### config.mk
export PLATFORM = sky130hd
export DESIGN_NAME = motor_protection_fsm_pwm
export DESIGN_NICKNAME = d
export VERILOG_FILES = /design/src/design/mprot_pkg.sv /design/src/design/motor_protection_fsm_pwm.sv /design/src/design/mprot_fsm.sv /design/src/design/mprot_duty.sv
export SDC_FILE = /design/constraint.sdc
export NUM_CORES = 1
export LEC_CHECK = 0
export ABC_CLOCK_PERIOD_IN_PS = 8600
export BUFFER_PORTS_ARGS = -buffer_cell sky130_fd_sc_hd__clkbuf_2
export CORE_MARGIN = 2
export CORE_UTILIZATION = 50
export DETAILED_ROUTE_END_ITERATION = 10
export MAX_ROUTING_LAYER = met4
export PLACE_DENSITY = 0.7
export SLEW_MARGIN = 10
export SYNTH_ARGS = -nofsm -noshare
export SYNTH_HDL_FRONTEND = slang
export SYNTH_HIERARCHICAL = 1
export SYNTH_SLANG_ARGS = --single-unit
export TNS_END_PERCENT = 30
### constraint.sdc
create_clock -name i_clk -period 8.6 [get_ports i_clk]
set_input_delay 1.29 -clock i_clk [delete_from_list [all_inputs] [get_ports i_clk]]
set_output_delay 1.29 -clock i_clk [all_outputs]
set_load 0.005 [all_outputs]
### src/design/mprot_pkg.sv
package mprot_pkg;

    // motor states, encoded as reported on the result channel
    typedef enum logic [1:0] {
        ST_STOP  = 2'd0,
        ST_RUN   = 2'd1,
        ST_WARN  = 2'd2,
        ST_FAULT = 2'd3
    } t_state;

    // fault event codes
    typedef enum logic [1:0] {
        EV_NONE     = 2'd0,
        EV_OVERHEAT = 2'd1,
        EV_OVERCUR  = 2'd2,
        EV_TEMPWARN = 2'd3
    } t_event;

    // configuration register indexes
    typedef enum logic [1:0] {
        CFG_TEMP_WARN  = 2'd0,
        CFG_TEMP_FAULT = 2'd1,
        CFG_CUR_LIMIT  = 2'd2,
        CFG_TEMP_HYST  = 2'd3
    } t_cfg_index;

    localparam int unsigned CFG_DATA_W = 15;

    // reset values of the configuration registers
    localparam logic [10:0] RST_TEMP_WARN  = 11'd450;
    localparam logic [10:0] RST_TEMP_FAULT = 11'd650;
    localparam logic [14:0] RST_CUR_LIMIT  = 15'd2000;
    localparam logic [8:0]  RST_TEMP_HYST  = 9'd50;

    // automatic duty table breakpoints and levels
    localparam logic signed [11:0] AUTO_T0 = 12'sd350;
    localparam logic signed [11:0] AUTO_T1 = 12'sd450;
    localparam logic signed [11:0] AUTO_T2 = 12'sd550;
    localparam logic [6:0] DUTY_LOW  = 7'd40;
    localparam logic [6:0] DUTY_MID  = 7'd70;
    localparam logic [6:0] DUTY_MAX  = 7'd100;

    // one input transaction
    typedef struct packed {
        logic signed [11:0] temperature;
        logic               temp_error;
        logic               voltage_error;
        logic signed [15:0] current_ma;
        logic               current_error;
        logic               enable;
        logic [7:0]         duty_setpoint;
        logic               mode;
        logic               reset_fault;
    } t_item;

    // threshold configuration
    typedef struct packed {
        logic [10:0] temp_warn;
        logic [10:0] temp_fault;
        logic [14:0] cur_limit;
        logic [8:0]  temp_hyst;
    } t_cfg;

    // state machine results handed to the duty logic and the output register
    typedef struct packed {
        t_state             state;
        logic signed [11:0] temp_used;
        t_event             event_code;
        logic               rejected;
        logic [2:0]         errors;
    } t_fsm_res;

endpackage

### src/design/motor_protection_fsm_pwm.sv
// Motor protection state machine with PWM duty output.
// Input channel (i_in_valid / o_in_ready) carries one control tick: the
// temperature and current readings with their error flags, the operator
// enable, setpoint, mode and fault reset request. Output channel
// (o_out_valid / i_out_ready) returns one result per tick: motor state,
// applied duty, timer compare value, lamp, buzzer, fault event, sensor
// error flags and the fault-reset refusal flag.
// Thresholds are written through i_cfg_we / i_cfg_index / i_cfg_wdata; the
// user must do so only while the block holds no transaction, which the
// block itself does not enforce. An accepted transaction is loaded into
// the input register, and the state machine and duty logic then load the
// result register from it, when o_out_valid rises. Throughput is one
// transaction per cycle while the receiver does not stall; the state
// update and the result register load happen in the same cycle.
// When the receiver stalls, the result holds and the input register keeps
// one more transaction; o_in_ready drops only while both are full.
// Synchronous reset puts the motor in STOP, clears the stored readings,
// restores the default thresholds and empties both registers.
module motor_protection_fsm_pwm import mprot_pkg::*; (
    input  logic                  i_clk,
    input  logic                  i_rst_n,
    // configuration
    input  logic                  i_cfg_we,
    input  logic [1:0]            i_cfg_index,
    input  logic [CFG_DATA_W-1:0] i_cfg_wdata,
    // input channel
    input  logic                  i_in_valid,
    output logic                  o_in_ready,
    input  logic signed [11:0]    i_temperature,
    input  logic                  i_temp_error,
    input  logic                  i_voltage_error,
    input  logic signed [15:0]    i_current_ma,
    input  logic                  i_current_error,
    input  logic                  i_enable,
    input  logic [7:0]            i_duty_setpoint,
    input  logic                  i_mode,
    input  logic                  i_reset_fault,
    // output channel
    output logic                  o_out_valid,
    input  logic                  i_out_ready,
    output logic [1:0]            o_motor_state,
    output logic [6:0]            o_duty_percent,
    output logic [6:0]            o_pwm_compare,
    output logic                  o_led_on,
    output logic                  o_buzzer_on,
    output logic [1:0]            o_fault_event,
    output logic [2:0]            o_sensor_errors,
    output logic                  o_reset_rejected
);

    t_cfg       r_cfg;
    t_item      r_in;
    logic       r_in_valid;
    logic       r_out_valid;
    logic [1:0] r_motor_state;
    logic [6:0] r_duty;
    logic [6:0] r_compare;
    logic       r_led;
    logic       r_buzzer;
    logic [1:0] r_event;
    logic [2:0] r_errors;
    logic       r_rejected;

    logic       adv;
    logic       in_take;
    t_fsm_res   fsm_res;
    logic [6:0] duty;
    logic [6:0] compare;
    logic       led;
    logic       buzzer;

    // handshake control
    assign adv        = r_in_valid && (!r_out_valid || i_out_ready);
    assign o_in_ready = !r_in_valid || adv;
    assign in_take    = i_in_valid && o_in_ready;

    // configuration registers
    always_ff @(posedge i_clk) begin
        if (!i_rst_n) begin
            r_cfg.temp_warn  <= RST_TEMP_WARN;
            r_cfg.temp_fault <= RST_TEMP_FAULT;
            r_cfg.cur_limit  <= RST_CUR_LIMIT;
            r_cfg.temp_hyst  <= RST_TEMP_HYST;
        end else if (i_cfg_we) begin
            unique case (t_cfg_index'(i_cfg_index))
                CFG_TEMP_WARN:  r_cfg.temp_warn  <= i_cfg_wdata[10:0];
                CFG_TEMP_FAULT: r_cfg.temp_fault <= i_cfg_wdata[10:0];
                CFG_CUR_LIMIT:  r_cfg.cur_limit  <= i_cfg_wdata[14:0];
                CFG_TEMP_HYST:  r_cfg.temp_hyst  <= i_cfg_wdata[8:0];
                default: ;
            endcase
        end
    end

    // input register
    always_ff @(posedge i_clk) begin
        if (!i_rst_n) begin
            r_in_valid <= 1'b0;
        end else if (in_take) begin
            r_in_valid <= 1'b1;
        end else if (adv) begin
            r_in_valid <= 1'b0;
        end
    end

    always_ff @(posedge i_clk) begin
        if (in_take) begin
            r_in.temperature   <= i_temperature;
            r_in.temp_error    <= i_temp_error;
            r_in.voltage_error <= i_voltage_error;
            r_in.current_ma    <= i_current_ma;
            r_in.current_error <= i_current_error;
            r_in.enable        <= i_enable;
            r_in.duty_setpoint <= i_duty_setpoint;
            r_in.mode          <= i_mode;
            r_in.reset_fault   <= i_reset_fault;
        end
    end

    // state machine with stored readings
    mprot_fsm u_fsm (
        .i_clk   (i_clk),
        .i_rst_n (i_rst_n),
        .i_adv   (adv),
        .i_item  (r_in),
        .i_cfg   (r_cfg),
        .o_res   (fsm_res)
    );

    // duty and indicator logic
    mprot_duty u_duty (
        .i_state    (fsm_res.state),
        .i_temp     (fsm_res.temp_used),
        .i_setpoint (r_in.duty_setpoint),
        .i_mode     (r_in.mode),
        .o_duty     (duty),
        .o_compare  (compare),
        .o_led      (led),
        .o_buzzer   (buzzer)
    );

    // result register
    always_ff @(posedge i_clk) begin
        if (!i_rst_n) begin
            r_out_valid <= 1'b0;
        end else if (adv) begin
            r_out_valid <= 1'b1;
        end else if (i_out_ready) begin
            r_out_valid <= 1'b0;
        end
    end

    always_ff @(posedge i_clk) begin
        if (adv) begin
            r_motor_state <= fsm_res.state;
            r_duty        <= duty;
            r_compare     <= compare;
            r_led         <= led;
            r_buzzer      <= buzzer;
            r_event       <= fsm_res.event_code;
            r_errors      <= fsm_res.errors;
            r_rejected    <= fsm_res.rejected;
        end
    end

    assign o_out_valid      = r_out_valid;
    assign o_motor_state    = r_motor_state;
    assign o_duty_percent   = r_duty;
    assign o_pwm_compare    = r_compare;
    assign o_led_on         = r_led;
    assign o_buzzer_on      = r_buzzer;
    assign o_fault_event    = r_event;
    assign o_sensor_errors  = r_errors;
    assign o_reset_rejected = r_rejected;

    // a refused reset leaves the motor in fault
    a_reject_fault: assert property (@(posedge i_clk) disable iff (!i_rst_n)
        o_out_valid && o_reset_rejected |-> o_motor_state == ST_FAULT)
        else $error("reset refused outside fault state");

    // nonzero duty only while the run lamp is on
    a_duty_led: assert property (@(posedge i_clk) disable iff (!i_rst_n)
        o_out_valid && (o_duty_percent != 7'd0) |-> o_led_on)
        else $error("duty applied with motor not running");

    // input backpressure only when the result is stalled
    a_ready_stall: assert property (@(posedge i_clk) disable iff (!i_rst_n)
        !o_in_ready |-> o_out_valid && !i_out_ready)
        else $error("input stalled without output backpressure");

    // compare value tracks the duty
    a_compare: assert property (@(posedge i_clk) disable iff (!i_rst_n)
        o_out_valid |-> (o_pwm_compare <= o_duty_percent) && (o_duty_percent <= 7'd100))
        else $error("compare value out of range");

endmodule

### src/design/mprot_fsm.sv
module mprot_fsm import mprot_pkg::*; (
    input  logic     i_clk,
    input  logic     i_rst_n,
    input  logic     i_adv,
    input  t_item    i_item,
    input  t_cfg     i_cfg,
    output t_fsm_res o_res
);

    t_state             r_state;
    t_state             n_state;
    logic signed [11:0] r_last_temp;
    logic signed [15:0] r_last_cur;

    logic signed [11:0] temp_used;
    logic signed [15:0] cur_used;
    logic [2:0]         errors;
    t_state             st_eff;
    logic               rst_ok;
    logic               over_temp;
    logic               over_cur;
    logic               above_warn;
    logic               below_hyst;
    logic signed [12:0] hyst_level;
    t_event             event_code;

    // failed readings fall back to the stored value
    assign temp_used = i_item.temp_error    ? r_last_temp : i_item.temperature;
    assign cur_used  = i_item.current_error ? r_last_cur  : i_item.current_ma;
    assign errors    = {i_item.current_error, i_item.voltage_error, i_item.temp_error};

    // fault reset only with all sensors healthy
    assign rst_ok = i_item.reset_fault && (r_state == ST_FAULT) && (errors == 3'd0);
    assign st_eff = rst_ok ? ST_STOP : r_state;

    // threshold compares
    assign hyst_level = $signed({2'b00, i_cfg.temp_warn}) - $signed({4'b0000, i_cfg.temp_hyst});
    assign over_temp  = $signed({temp_used[11], temp_used}) > $signed({2'b00, i_cfg.temp_fault});
    assign over_cur   = $signed({cur_used[15], cur_used}) > $signed({2'b00, i_cfg.cur_limit});
    assign above_warn = $signed({temp_used[11], temp_used}) > $signed({2'b00, i_cfg.temp_warn});
    assign below_hyst = $signed({temp_used[11], temp_used}) < hyst_level;

    // next state
    always_comb begin
        n_state = st_eff;
        unique case (st_eff)
            ST_STOP: begin
                if (i_item.enable && (i_item.duty_setpoint != 8'd0) &&
                    !(i_item.temp_error && (i_item.voltage_error || i_item.current_error))) begin
                    n_state = ST_RUN;
                end
            end
            ST_RUN, ST_WARN: begin
                if (!i_item.enable) begin
                    n_state = ST_STOP;
                end else if (over_temp || over_cur) begin
                    n_state = ST_FAULT;
                end else if ((st_eff == ST_RUN) && above_warn) begin
                    n_state = ST_WARN;
                end else if ((st_eff == ST_WARN) && below_hyst) begin
                    n_state = ST_RUN;
                end
            end
            ST_FAULT: begin
                n_state = ST_FAULT;
            end
            default: begin
                n_state = ST_STOP;
            end
        endcase
    end

    // event report, independent of the enable override
    always_comb begin
        event_code = EV_NONE;
        unique case (st_eff)
            ST_RUN, ST_WARN: begin
                if (over_temp) begin
                    event_code = EV_OVERHEAT;
                end else if (over_cur) begin
                    event_code = EV_OVERCUR;
                end else if ((st_eff == ST_RUN) && above_warn) begin
                    event_code = EV_TEMPWARN;
                end
            end
            default: begin
                event_code = EV_NONE;
            end
        endcase
    end

    assign o_res.state      = n_state;
    assign o_res.temp_used  = temp_used;
    assign o_res.event_code = event_code;
    assign o_res.rejected   = i_item.reset_fault && (r_state == ST_FAULT) && (errors != 3'd0);
    assign o_res.errors     = errors;

    // state and last readings advance once per transaction
    always_ff @(posedge i_clk) begin
        if (!i_rst_n) begin
            r_state     <= ST_STOP;
            r_last_temp <= '0;
            r_last_cur  <= '0;
        end else if (i_adv) begin
            r_state     <= n_state;
            r_last_temp <= temp_used;
            r_last_cur  <= cur_used;
        end
    end

endmodule

### src/design/mprot_duty.sv
module mprot_duty import mprot_pkg::*; (
    input  t_state             i_state,
    input  logic signed [11:0] i_temp,
    input  logic [7:0]         i_setpoint,
    input  logic               i_mode,
    output logic [6:0]         o_duty,
    output logic [6:0]         o_compare,
    output logic               o_led,
    output logic               o_buzzer
);

    logic [6:0] base;
    logic [6:0] manual;

    // manual setpoint saturates at full duty
    assign manual = (i_setpoint > {1'b0, DUTY_MAX}) ? DUTY_MAX : i_setpoint[6:0];

    // base duty from table or setpoint
    always_comb begin
        if (i_mode) begin
            if (i_temp < AUTO_T0) begin
                base = 7'd0;
            end else if (i_temp < AUTO_T1) begin
                base = DUTY_LOW;
            end else if (i_temp < AUTO_T2) begin
                base = DUTY_MID;
            end else begin
                base = DUTY_MAX;
            end
        end else begin
            base = manual;
        end
    end

    // duty by state, halved in warning
    always_comb begin
        case (i_state)
            ST_RUN:  o_duty = base;
            ST_WARN: o_duty = {1'b0, base[6:1]};
            default: o_duty = 7'd0;
        endcase
    end

    // duty*99/100 is duty-1 for any nonzero duty up to 100
    assign o_compare = (o_duty == 7'd0) ? 7'd0 : o_duty - 7'd1;
    assign o_led     = (i_state == ST_RUN) || (i_state == ST_WARN);
    assign o_buzzer  = (i_state == ST_WARN) || (i_state == ST_FAULT);

endmodule

Word-level counts from Yosys, hierarchy flattened
Cells that the tools add are included.
Widths: inputs -> output; s select.
{ "classes": {"n_addsub": 2, "order_cmp": 8, "n_eq_ne": 10, "mux": 22, "bitwise_logic": 1, "n_reduce_logical": 33} }
{ "ops": {"columns": ["operator", "count"], "rows": [
  ["$mux 7", 4],
  ["$gt 12x12->1", 2],
  ["$lt 12x10->1 const B", 2],
  ["$gt 16x16->1", 1],
  ["$mux 16", 1],
  ["$mux 2", 8],
  ["$eq 2x2->1 const B", 7],
  ["$pmux 7 s2", 1],
  ["$lt 12x11->1 const B", 1],
  ["$lt 12x12->1", 1],
  ["$mux 12", 1],
  ["$sub 11x9->12", 1],
  ["$logic_and 1x1->1", 10],
  ["$gt 8x7->1 const B", 1],
  ["$reduce_and 2->1", 4],
  ["$reduce_bool 8->1", 1],
  ["$logic_not 7->1", 1],
  ["$sub 7x1->7 const B", 1],
  ["$eq 2x1->1 const B", 3],
  ["$logic_or 1x1->1", 6],
  ["$mux 6", 1],
  ["$pmux 2 s3", 1],
  ["$mux 1", 5],
  ["$logic_not 2->1", 2],
  ["6 further kinds", 10]
]} }
{ "totals": {"ff_bits": 144, "input_bits": 64, "output_inout_bits": 26, "elab_cells": 103} }

Depth between registers and ports, before layout
Gate-level depths: netlist of the first run.
{ "logic_depth": {"depth_word": 14, "depth_mapped": 32, "ltp_nobuf": 31} }

Cells and area by module
The synthesis of the first run kept the hierarchy.
{ "modules_own_cells": {"columns": ["mod", "n_inst", "cells_per_inst", "area_each_um2", "seq_area_each_um2"], "rows": [
  ["motor_protection_fsm_pwm", 1, 261, 3920.0, 2942.8],
  ["mprot_fsm", 1, 404, 3313.2, 600.6],
  ["mprot_duty", 1, 107, 719.4, 0.0]
]} }

Least setup slack after synthesis of the first run
No wires, ideal clock.
{ "synth_timing": {"path_kind": "reg-to-reg", "startpoint": "register r_cfg[35] (netlist bit)", "endpoint": "register r_compare[3] (netlist: o_pwm_compare[3]), data pin", "setup_time_ps": 284, "t_arrival_ps": 5436, "t_required_ps": 8316, "path_slack_ps": 2880, "path_stages_with_launch": 32, "path_buffers": 1, "period_less_slack_ps": 5720, "path_cell_list": "dfxtp_1 > inv_1 > ha_1 > inv_1 > fa_1 > a21o_1 > a21oi_1 > o21ai_0 > a21oi_1 > o21ai_1 > a211oi_2 > xnor2_1 > ha_1 > nand4_1 > nor2_1 > a221oi_1 > and4_4 > o31ai_1 > a21bo_1 > nand3_1 > inv_1 > ha_1 > nor2b_1 > clkbuf_1 > a22oi_1 > nor2_1 > a41o_4 > inv_1 > ha_1 > inv_1 > nor4_1 > a22oi_1"} }
{ "synth_lines": {"columns": ["element", "line_no", "rtl"], "rows": [
  ["start: declaration", "motor_protection_fsm_pwm.sv:51", "t_cfg r_cfg;"],
  ["end signal: assignment", "motor_protection_fsm_pwm.sv:157", "r_compare <= compare;"],
  ["end: declaration", "motor_protection_fsm_pwm.sv:57", "logic [6:0] r_compare;"]
]} }

==> flow_summary_export.csv, run 1 <==
group,metric,value,unit
outcome,status,"finished, final reports clean",
cells_and_area,n_antenna_cell,0,
synth,synth.avg_cell_area,10.3,um2
place,io_buffer_count,89,
setup_path,critPathLaunch,"r_cfg[35]$_SDFFE_PN0P_",
clock_network,clock_latency,0.43,ns
power,p_per_area,194,nW/um2
setup_path,crit_path_end_kind,"flip-flop",
clock_network,clk_pin_slew,0.06,ns
detailed_routing,wl_per_cell,15.9,um
setup_path,slowest_delay,0.63,ns
clock_network,clock-root-buffer,"clkbuf_16",
setup_path,reg2reg_from,"r_cfg[35]$_SDFFE_PN0P_",
floorplan,start_util,50.6,%
timing,post-route-period-util,74.8,%
detailed_routing,detail_route.iter0.violations,408,
timing,max_slew_margin,39.8,%
timing,fin_crit,6.43,ns
synth,ys_warn_count,6,
cells_and_area,n_fill_cell,1355,
floorplan,die-area,16900,um2
detailed_routing,drcViolationCount,0,
global_routing,antenna_found_initial,0,
timing,worst_slew_pin_slew,0.903,ns
place,placed_area,8500,um2
power,p_total,1.77,mW
timing,setup_violations,0,
floorplan,core.rowCount,46,
setup_path,cp_max_fo,7,
global_routing,grt_pass1_wl,27800,um
setup_path,cp.required,8.74,ns
place,gp_congestion,0.887,
global_routing,grt_pass1_vias,5619,
timing,slew_viol_final,0,
hold_path,min_path_cells,2,
cells_and_area,area_delta_synth_final,14.5,%
detailed_routing,vias_per_cell,5.44,
floorplan,ios,90,
setup_path,slowest_stage,"nor4_1",
cells_and_area,multi_input_area,3960,um2
place,hpwl,12500,um
cells_and_area,final_area,9100,um2
setup_path,crit_end,"o_pwm_compare[3]$_DFFE_PP_",
timing,fin_tns_setup,0,ns
cells_and_area,regArea,3540,um2
run,cap_viol_max_count,0,
synth,synth_cells,771,
clock_network,cts_max_path_buffers,2,
timing,fin_skew,0.00505,ns
power,ir_drop,139,uV
setup_path,critPathLaunchType,"flip-flop",
clock_network,htreeDepth,4,
global_routing,grt_overflow,0,
power,power.leakage,4.04,nW
detailed_routing,drtPass1Iterations,5,
clock_network,postCtsSetupRepairBufs,0,
global_routing,grt_usage,22.0,%
timing,holdWs,0.457,ns
detailed_routing,ant_nets,0,
timing,max_freq,156,MHz
floorplan,die_w,130,um
floorplan,die_h,130,um
hold_path,min-delay-path-class,"flip-flop to flip-flop",
global_routing,grt_start_max_net_pins,101,
place,dp_cells,1043,
synth,netlist_area,7950,um2
cells_and_area,drive_above_1_share,20.5,%
floorplan,core_area,15700,um2
clock_network,cts_hold_buf,0,
clock_network,numCtsBuffers,17,
clock_network,numClockSinks,144,
setup_path,reg2reg_setup_slack,2.17,ns
clock_network,cts_resized,0,
timing,finalHoldViolations,0,
detailed_routing,vias,5852,
setup_path,r2r_end,"o_pwm_compare[3]$_DFFE_PP_",
cells_and_area,fin_nets,976,
clock_network,cts_tree,"done",
detailed_routing,wirelength,17100,um
setup_path,reg2reg_depth,29,
setup_path,critPathKind,"flip-flop to flip-flop",
timing,rsz0062_at_grt,"no",
cells_and_area,fin_cells,1075,
setup_path,critPathArrivalTime,6.57,ns
synth,syn_nets,901,
worst max-delay path, delay by kind of cell, from the launching register on:
kind,cells,cell delay [ns]
buffers and inverters,4,0.25
xor gates and xnor gates,1,0.15
DFF,1,0.32
adders and majority gates,5,1.35
and+or+nand+nor,8,1.56
AOI/OAI and AO/OA,11,2.49
final cells by class:
type | count | area share, %
clock buffers | 17 | 4.67
clock inverters | 15 | 1.94
inverters | 69 | 2.84
multi-input cells | 522 | 43.5
flip-flops and latches | 144 | 38.9
well taps | 216 | 2.97
repair buffers | 92 | 5.14
placed cells by master, fill, tap and decap left out, drive strengths merged, types with 10 or more instances in the layout:
| master | count |
|---|---|
| clkbuf | 106 |
| dfxtp | 78 |
| inv | 74 |
| nand2 | 70 |
| edfxtp | 66 |
| ha | 65 |
| mux2i | 48 |
| nor2 | 39 |
| nor2b | 29 |
| mux2 | 24 |
| a21oi | 22 |
| o21ai | 21 |
| o211a | 17 |
| or2 | 15 |
| nand4 | 14 |
| nand3 | 14 |
| nor3b | 14 |
| o211ai | 11 |
| nor3 | 10 |
metrics by stage:
step / utilization, % / setup WS [ns]
after CTS: 57.9 / 2.27
after global routing: 57.9 / 1.77
after detailed placement: 54.1 / 2.30
after global placement: 54.1 / 2.46
final: 57.9 / 2.17
after floorplan: - / 2.88
sequential cells by signal, indices dropped and copies added (netlist names), 3 cells and up:
name	flops
r_cfg	46
o_duty_percent	7
r_in	42
o_sensor_errors	3
o_pwm_compare	7
u_fsm/r_last_cur	16
u_fsm/r_last_temp	12
power by group:
part	leakage, nW	total [mW]	switching (mW)	internal, mW
Clock	0.294	0.747	0.311	0.437
Combinational	2.47	0.244	0.138	0.106
Sequential	1.28	0.776	0.0214	0.755
Total	4.04	1.77	0.470	1.30
per-layer routing:
metal / global-route usage [%] / share of wire, %
met4: 8.73 / 2.6
met2: 36.0 / 49
met5: - / 0
met1: 27.1 / 45
met3: 4.02 / 3.5
worst min path at each step:
stage / startpoint / to
after floorplan: r_cfg[10]$_SDFFE_PN0P_ / r_cfg[10]$_SDFFE_PN0P_
after global placement: r_cfg[11]$_SDFFE_PN0P_ / r_cfg[11]$_SDFFE_PN0P_
after detailed placement: r_cfg[10]$_SDFFE_PN0P_ / r_cfg[10]$_SDFFE_PN0P_
after CTS: r_cfg[21]$_SDFFE_PN0P_ / r_cfg[21]$_SDFFE_PN0P_
after global routing: r_cfg[21]$_SDFFE_PN0P_ / r_cfg[21]$_SDFFE_PN0P_
final: r_cfg[21]$_SDFFE_PN0P_ / r_cfg[21]$_SDFFE_PN0P_
Power figures use the tool's default switching activity.
==> inputs of run 2 (changes only) <==
--- a/config.mk
+++ b/config.mk
@@ -5,7 +5,7 @@
 export SDC_FILE = /design/constraint.sdc
 export NUM_CORES = 1
 export LEC_CHECK = 0
-export ABC_CLOCK_PERIOD_IN_PS = 8600
+export ABC_CLOCK_PERIOD_IN_PS = 6100
 export BUFFER_PORTS_ARGS = -buffer_cell sky130_fd_sc_hd__clkbuf_2
 export CORE_MARGIN = 2
 export CORE_UTILIZATION = 50
==> constraint.sdc (replaced) <==
create_clock -name i_clk -period 6.1 [get_ports i_clk]
set_input_delay 0.915 -clock i_clk [delete_from_list [all_inputs] [get_ports i_clk]]
set_output_delay 0.915 -clock i_clk [all_outputs]
set_load 0.005 [all_outputs]
==> flow_summary_export.csv, run 2 (synthesis gave the netlist of run 1 again) <==
group,metric,value,unit
outcome,status,"finished, final reports clean",
detailed_routing,vias,5920,
cells_and_area,drive_above_1_share,21.7,%
detailed_routing,drtPass1Iterations,7,
cells_and_area,reg_top3,"r_cfg (46), r_in (42), u_fsm/r_last_cur (16)",
clock_network,cts_tree,"done",
power,power.leakage,4.13,nW
global_routing,grt_start_max_net_pins,63,
floorplan,die_w,130,um
cells_and_area,final_area,9280,um2
power,p_int,2.02,mW
power,netSwitchingFraction,24.1,%
setup_path,slowest_stage,"fa_1",
global_routing,grt_pass1_vias,5745,
setup_path,critPathLaunchType,"flip-flop",
place,preCtsSetupSlack,0.212,ns
hold_path,min-delay-path-class,"flip-flop to flip-flop",
timing,rsz0062_at_grt,"no",
place,dp_cells,1048,
setup_path,r2r_end,"o_pwm_compare[3]$_DFFE_PP_",
detailed_routing,ant_nets,0,
timing,fin_skew,0.0113,ns
cells_and_area,fin_cells,1082,
power,pwr-share-seq,41.1,%
setup_path,cp.required,6.25,ns
floorplan,start_util,50.6,%
setup_path,reg2reg_setup_slack,0.47,ns
setup_path,critPathKind,"flip-flop to flip-flop",
power,p_comb_share,13.3,%
clock_network,clock-root-buffer,"clkbuf_16",
floorplan,die-area,16900,um2
detailed_routing,vias_per_cell,5.47,
timing,finalHoldViolations,0,
power,p_total,2.66,mW
detailed_routing,detail_route.iter0.violations,326,
setup_path,cp_top_family,"compound AO/OA/AOI/OAI gates",
cells_and_area,n_antenna_cell,0,
timing,worst_slew_pin_slew,1.11,ns
clock_network,clock_latency,0.43,ns
global_routing,grt_pass1_wl,28400,um
setup_path,reg2reg_depth,30,
timing,fin_tns_setup,0,ns
place,io_buffer_count,89,
floorplan,die_h,130,um
timing,max_slew_margin,26.1,%
setup_path,critPathArrivalTime,5.78,ns
hold_path,hold_start,"r_cfg[7]$_SDFFE_PN0P_",
setup_path,crit_top_cell,"inv_1",
global_routing,antenna_found_initial,0,
run,cap_viol_max_count,0,
clock_network,numClockSinks,144,
global_routing,grt_overflow,0,
setup_path,crit_path_end_kind,"flip-flop",
timing,setup_violations,0,
place,gp_congestion,0.878,
cells_and_area,largest_reg_flops,46,
global_routing,grt_usage,22.4,%
timing,setup_ws,0.468,ns
timing,post-route-period-util,92.3,%
place,hpwl,12800,um
detailed_routing,wirelength,17500,um
clock_network,cts_max_path_buffers,2,
clock_network,numCtsBuffers,17,
clock_network,htreeDepth,4,
cells_and_area,area_delta_synth_final,16.8,%
power,p_per_area,286,nW/um2
detailed_routing,drcViolationCount,0,
detailed_routing,wl_per_cell,16.2,um
power,p_switching,0.641,mW
timing,slew_viol_final,0,
cells_and_area,fin_nets,983,
floorplan,ios,90,
cells_and_area,final_cell_mix,"clkbuf_2, dfxtp_1, nand2_1, inv_1, edfxtp_1",
hold_path,hold_end,"r_cfg[7]$_SDFFE_PN0P_",
cells_and_area,final_core_util,59.1,%
place,placed_area,8540,um2
cells_and_area,regMostFlops,"r_cfg",
setup_path,cp_max_fo,6,
timing,max_freq,178,MHz
timing,fin_crit,5.63,ns
power,ir_drop,249,uV
floorplan,core.rowCount,46,
clock_network,clk_pin_slew,0.06,ns
floorplan,core_area,15700,um2
setup_path,path_buf_inv,5,
setup_path,slowest_delay,0.40,ns
cells_and_area,final_common_cell,"clkbuf_2",
timing,holdWs,0.456,ns
hold_path,min_path_cells,2,
setup_path,reg2reg_from,"r_cfg[35]$_SDFFE_PN0P_",
power,power.share.clock,45.6,%
[run 2: cell count changes in the layout (fill, tap and decap cells not counted), sizes merged]
cell      delta
inv          -1
clkinv       -6
clkinvlp     -1
buf          +7
bufinv       +4
clkbuf       +4
[run 2: worst register-to-register path: cells and delay by family (launching register included)]
family | cells | cell delay, ns
buf+inv | 5 | 0.43
flops | 1 | 0.32
fa+ha+maj | 5 | 1.31
compound gates | 11 | 2.04
xor+xnor | 1 | 0.15
simple gates | 8 | 1.11
[run 2: how the worst max path moves through the flow]
| stage | start | end | slack (ns) | cells after the start |
|---|---|---|---|---|
| after CTS | r_cfg[35]$_SDFFE_PN0P_ | o_pwm_compare[3]$_DFFE_PP_ | 0.19 | 31 |
| after global routing | r_cfg[35]$_SDFFE_PN0P_ | o_pwm_compare[3]$_DFFE_PP_ | 0.0006 | 30 |
| final | r_cfg[35]$_SDFFE_PN0P_ | o_pwm_compare[3]$_DFFE_PP_ | 0.47 | 30 |
| after floorplan | r_cfg[35]$_SDFFE_PN0P_ | o_pwm_compare[3]$_DFFE_PP_ | 0.38 | 31 |
| after global placement | r_cfg[35]$_SDFFE_PN0P_ | o_pwm_compare[3]$_DFFE_PP_ | 0.34 | 31 |
| after detailed placement | r_cfg[35]$_SDFFE_PN0P_ | o_pwm_compare[3]$_DFFE_PP_ | 0.21 | 31 |
[run 2: layout make-up]
class	instances	area (um2)
fill	1325	6430
tap	216	270
inverter	69	259
clock inverter	11	221
sequential	144	3540
multi-input combinational	522	4010
clock buffer	21	462
timing repair buffer	99	520
[run 2: timing repair]
action / in CTS / in global routing
setup endpoints to repair: 0 / 7
hold buffers: 0 / 0
gates resized for setup: 0 / 8
setup buffers: 0 / 2
[run 2: layer usage]
metal | wire, um | up-vias | global-route usage, % | share of wire (%)
met1 | 7840 | 2798 | 27.6 | 45
met2 | 8680 | 151 | 36.7 | 49
met5 | 0 | - | - | 0
li1 | - | 2943 | - | -
met4 | 277 | 0 | 7.40 | 1.6
met3 | 748 | 28 | 4.88 | 4.3
[run 2: power by group through the flow]
stage | sequential [mW] | clock [mW] | combinational, mW
floorplan | 1.10 | 0 | 0.253
global placement | 1.11 | 0 | 0.341
detailed placement | 1.11 | 0 | 0.345
CTS | 1.09 | 1.24 | 0.348
global route | 1.10 | 1.28 | 0.394
finish | 1.09 | 1.21 | 0.353
==> inputs of run 3 (changes only) <==
--- a/config.mk
+++ b/config.mk
@@ -12,6 +12,7 @@
 export DETAILED_ROUTE_END_ITERATION = 10
 export MAX_ROUTING_LAYER = met4
 export PLACE_DENSITY = 0.7
+export REMOVE_ABC_BUFFERS = 1
 export SLEW_MARGIN = 10
 export SYNTH_ARGS = -nofsm -noshare
 export SYNTH_HDL_FRONTEND = slang
==> flow_summary_export.csv, run 3 (synthesis gave the netlist of run 1 again) <==
group,metric,value,unit
clock_network,htreeDepth,4,
detailed_routing,drtPass1Iterations,5,
setup_path,slowest_delay,0.40,ns
setup_path,reg2reg_from,"r_cfg[35]$_SDFFE_PN0P_",
floorplan,ios,90,
global_routing,use_met1,26.9,%
power,p_per_area,269,nW/um2
clock_network,clock-root-buffer,"clkbuf_16",
detailed_routing,drcViolationCount,0,
detailed_routing,wirelength,17100,um
global_routing,grt_usage,21.6,%
clock_network,clk_pin_slew,0.06,ns
cells_and_area,area_delta_synth_final,15.6,%
setup_path,crit_top_cell,"inv_1",
timing,worst_slew_pin_slew,0.928,ns
cells_and_area,final_common_cell,"clkbuf_2",
place,io_buffer_count,89,
clock_network,cts_hold_buf,0,
detailed_routing,vias,5847,
clock_network,clock_latency,0.43,ns
cells_and_area,reg_top3,"r_cfg (46), r_in (42), u_fsm/r_last_cur (16)",
global_routing,busiest_layer,"met2",
floorplan,die_w,130,um
floorplan,start_util,50.6,%
global_routing,grt_use_met3,5.49,%
floorplan,die-area,16900,um2
power,p_switching,0.654,mW
setup_path,critPathLaunch,"r_cfg[35]$_SDFFE_PN0P_",
run,cap_viol_max_count,0,
detailed_routing,detail_route.iter0.violations,375,
global_routing,grt_pass1_wl,27300,um
timing,max_slew_margin,38.2,%
floorplan,core_area,15700,um2
clock_network,cts_resized,0,
timing,fin_skew,0.0109,ns
timing,setup_violations,0,
global_routing,antenna_found_initial,0,
global_routing,grt_start_max_net_pins,60,
power,ir_drop,234,uV
cells_and_area,final_core_util,58.5,%
cells_and_area,largest_reg_flops,46,
power,power.leakage,4.07,nW
setup_path,cp_max_fo,6,
global_routing,grt_overflow,0,
power,p_int,1.82,mW
cells_and_area,n_antenna_cell,0,
place,gp_congestion,0.977,
cells_and_area,fin_nets,980,
setup_path,slowest_stage,"fa_1",
setup_path,critPathLaunchType,"flip-flop",
floorplan,core.rowCount,46,
power,pwr-share-seq,44.1,%
clock_network,postCtsSetupRepairBufs,0,
place,hpwl,12300,um
floorplan,die_h,130,um
clock_network,numClockSinks,144,
setup_path,crit_path_end_kind,"flip-flop",
power,netSwitchingFraction,26.4,%
setup_path,critPathArrivalTime,5.83,ns
hold_path,min-delay-path-class,"flip-flop to flip-flop",
timing,fin_crit,5.60,ns
setup_path,cp.required,6.33,ns
timing,post-route-period-util,91.9,%
global_routing,grt_pass1_vias,5612,
outcome,status,"finished, final reports clean",
detailed_routing,vias_per_cell,5.42,
timing,max_freq,178,MHz
power,p_total,2.47,mW
cells_and_area,regMostFlops,"r_cfg",
cells_and_area,final_cell_mix,"clkbuf_2, dfxtp_1, nand2_1, inv_1, edfxtp_1",
timing,slew_viol_final,0,
clock_network,cts_max_path_buffers,2,
hold_path,hold_start,"r_cfg[22]$_SDFFE_PN0P_",
setup_path,critPathKind,"flip-flop to flip-flop",
detailed_routing,ant_nets,0,
cells_and_area,drive_above_1_share,22.4,%
power,power.share.clock,41.6,%
power,p_comb_share,14.3,%
clock_network,numCtsBuffers,17,
clock_network,cts_tree,"done",
detailed_routing,wl_per_cell,15.9,um
global_routing,grt_use_met2,34.7,%
timing,finalHoldViolations,0,
[run 3: metrics by stage]
step	area, um2	setup slack, ns	cells	TNS, ns	hold WS (ns)
6_report	9190	0.497	1079	0	0.458
4_1_cts	9120	0.141	1079	0	0.458
3_5_place_dp	8530	0.201	1047	0	0.449
5_1_grt	9190	-0.0742	1079	-0.0742	0.478
2_1_floorplan	7750	0.475	735	0	0.435
3_3_place_gp	8530	0.325	1047	0	0.444
[run 3: power groups by stage]
stage                     logic [mW]  registers (mW)  clock network, mW
final                          0.353            1.09               1.03
after global routing           0.394            1.10               1.08
after CTS                      0.346            1.09               1.05
after detailed placement       0.343            1.11                  0
after global placement         0.339            1.11                  0
after floorplan                0.232            1.11                  0
[run 3: routing by layer]
metal	wire length (um)	up-vias	part of all wire (%)
met1	7810	2742	46
li1	-	2934	-
met5	0	-	0
met2	8190	152	48
met3	867	19	5.1
met4	267	0	1.6
[run 3: area by class of cell]
| type | instances | area, um2 |
|---|---|---|
| Inverter | 69 | 259 |
| Clock inverter | 11 | 85.1 |
| Fill cell | 1374 | 6530 |
| Clock buffer | 21 | 505 |
| Multi-Input combinational cell | 522 | 4030 |
| Timing Repair Buffer | 96 | 498 |
| Tap cell | 216 | 270 |
| Sequential cell | 144 | 3540 |
[run 3: worst max-delay path, delay by kind of cell, from the launching register on]
kind / cells / cell delay (ns)
AO/OA/AOI/OAI: 11 / 1.85
XOR/XNOR: 1 / 0.10
adder cells (fa/ha/maj): 5 / 1.30
buffers and inverters: 4 / 0.28
flip-flops: 1 / 0.32
AND/OR/NAND/NOR: 8 / 1.56
[run 3: final timing paths]
kind,to,slack [ns],cells past startpoint
setup / recovery,o_pwm_compare[6]$_DFFE_PP_,0.50,29
hold / removal,r_cfg[22]$_SDFFE_PN0P_,0.46,2
setup reg to reg,o_pwm_compare[6]$_DFFE_PP_,0.50,29
hold reg to reg,r_cfg[22]$_SDFFE_PN0P_,0.46,2
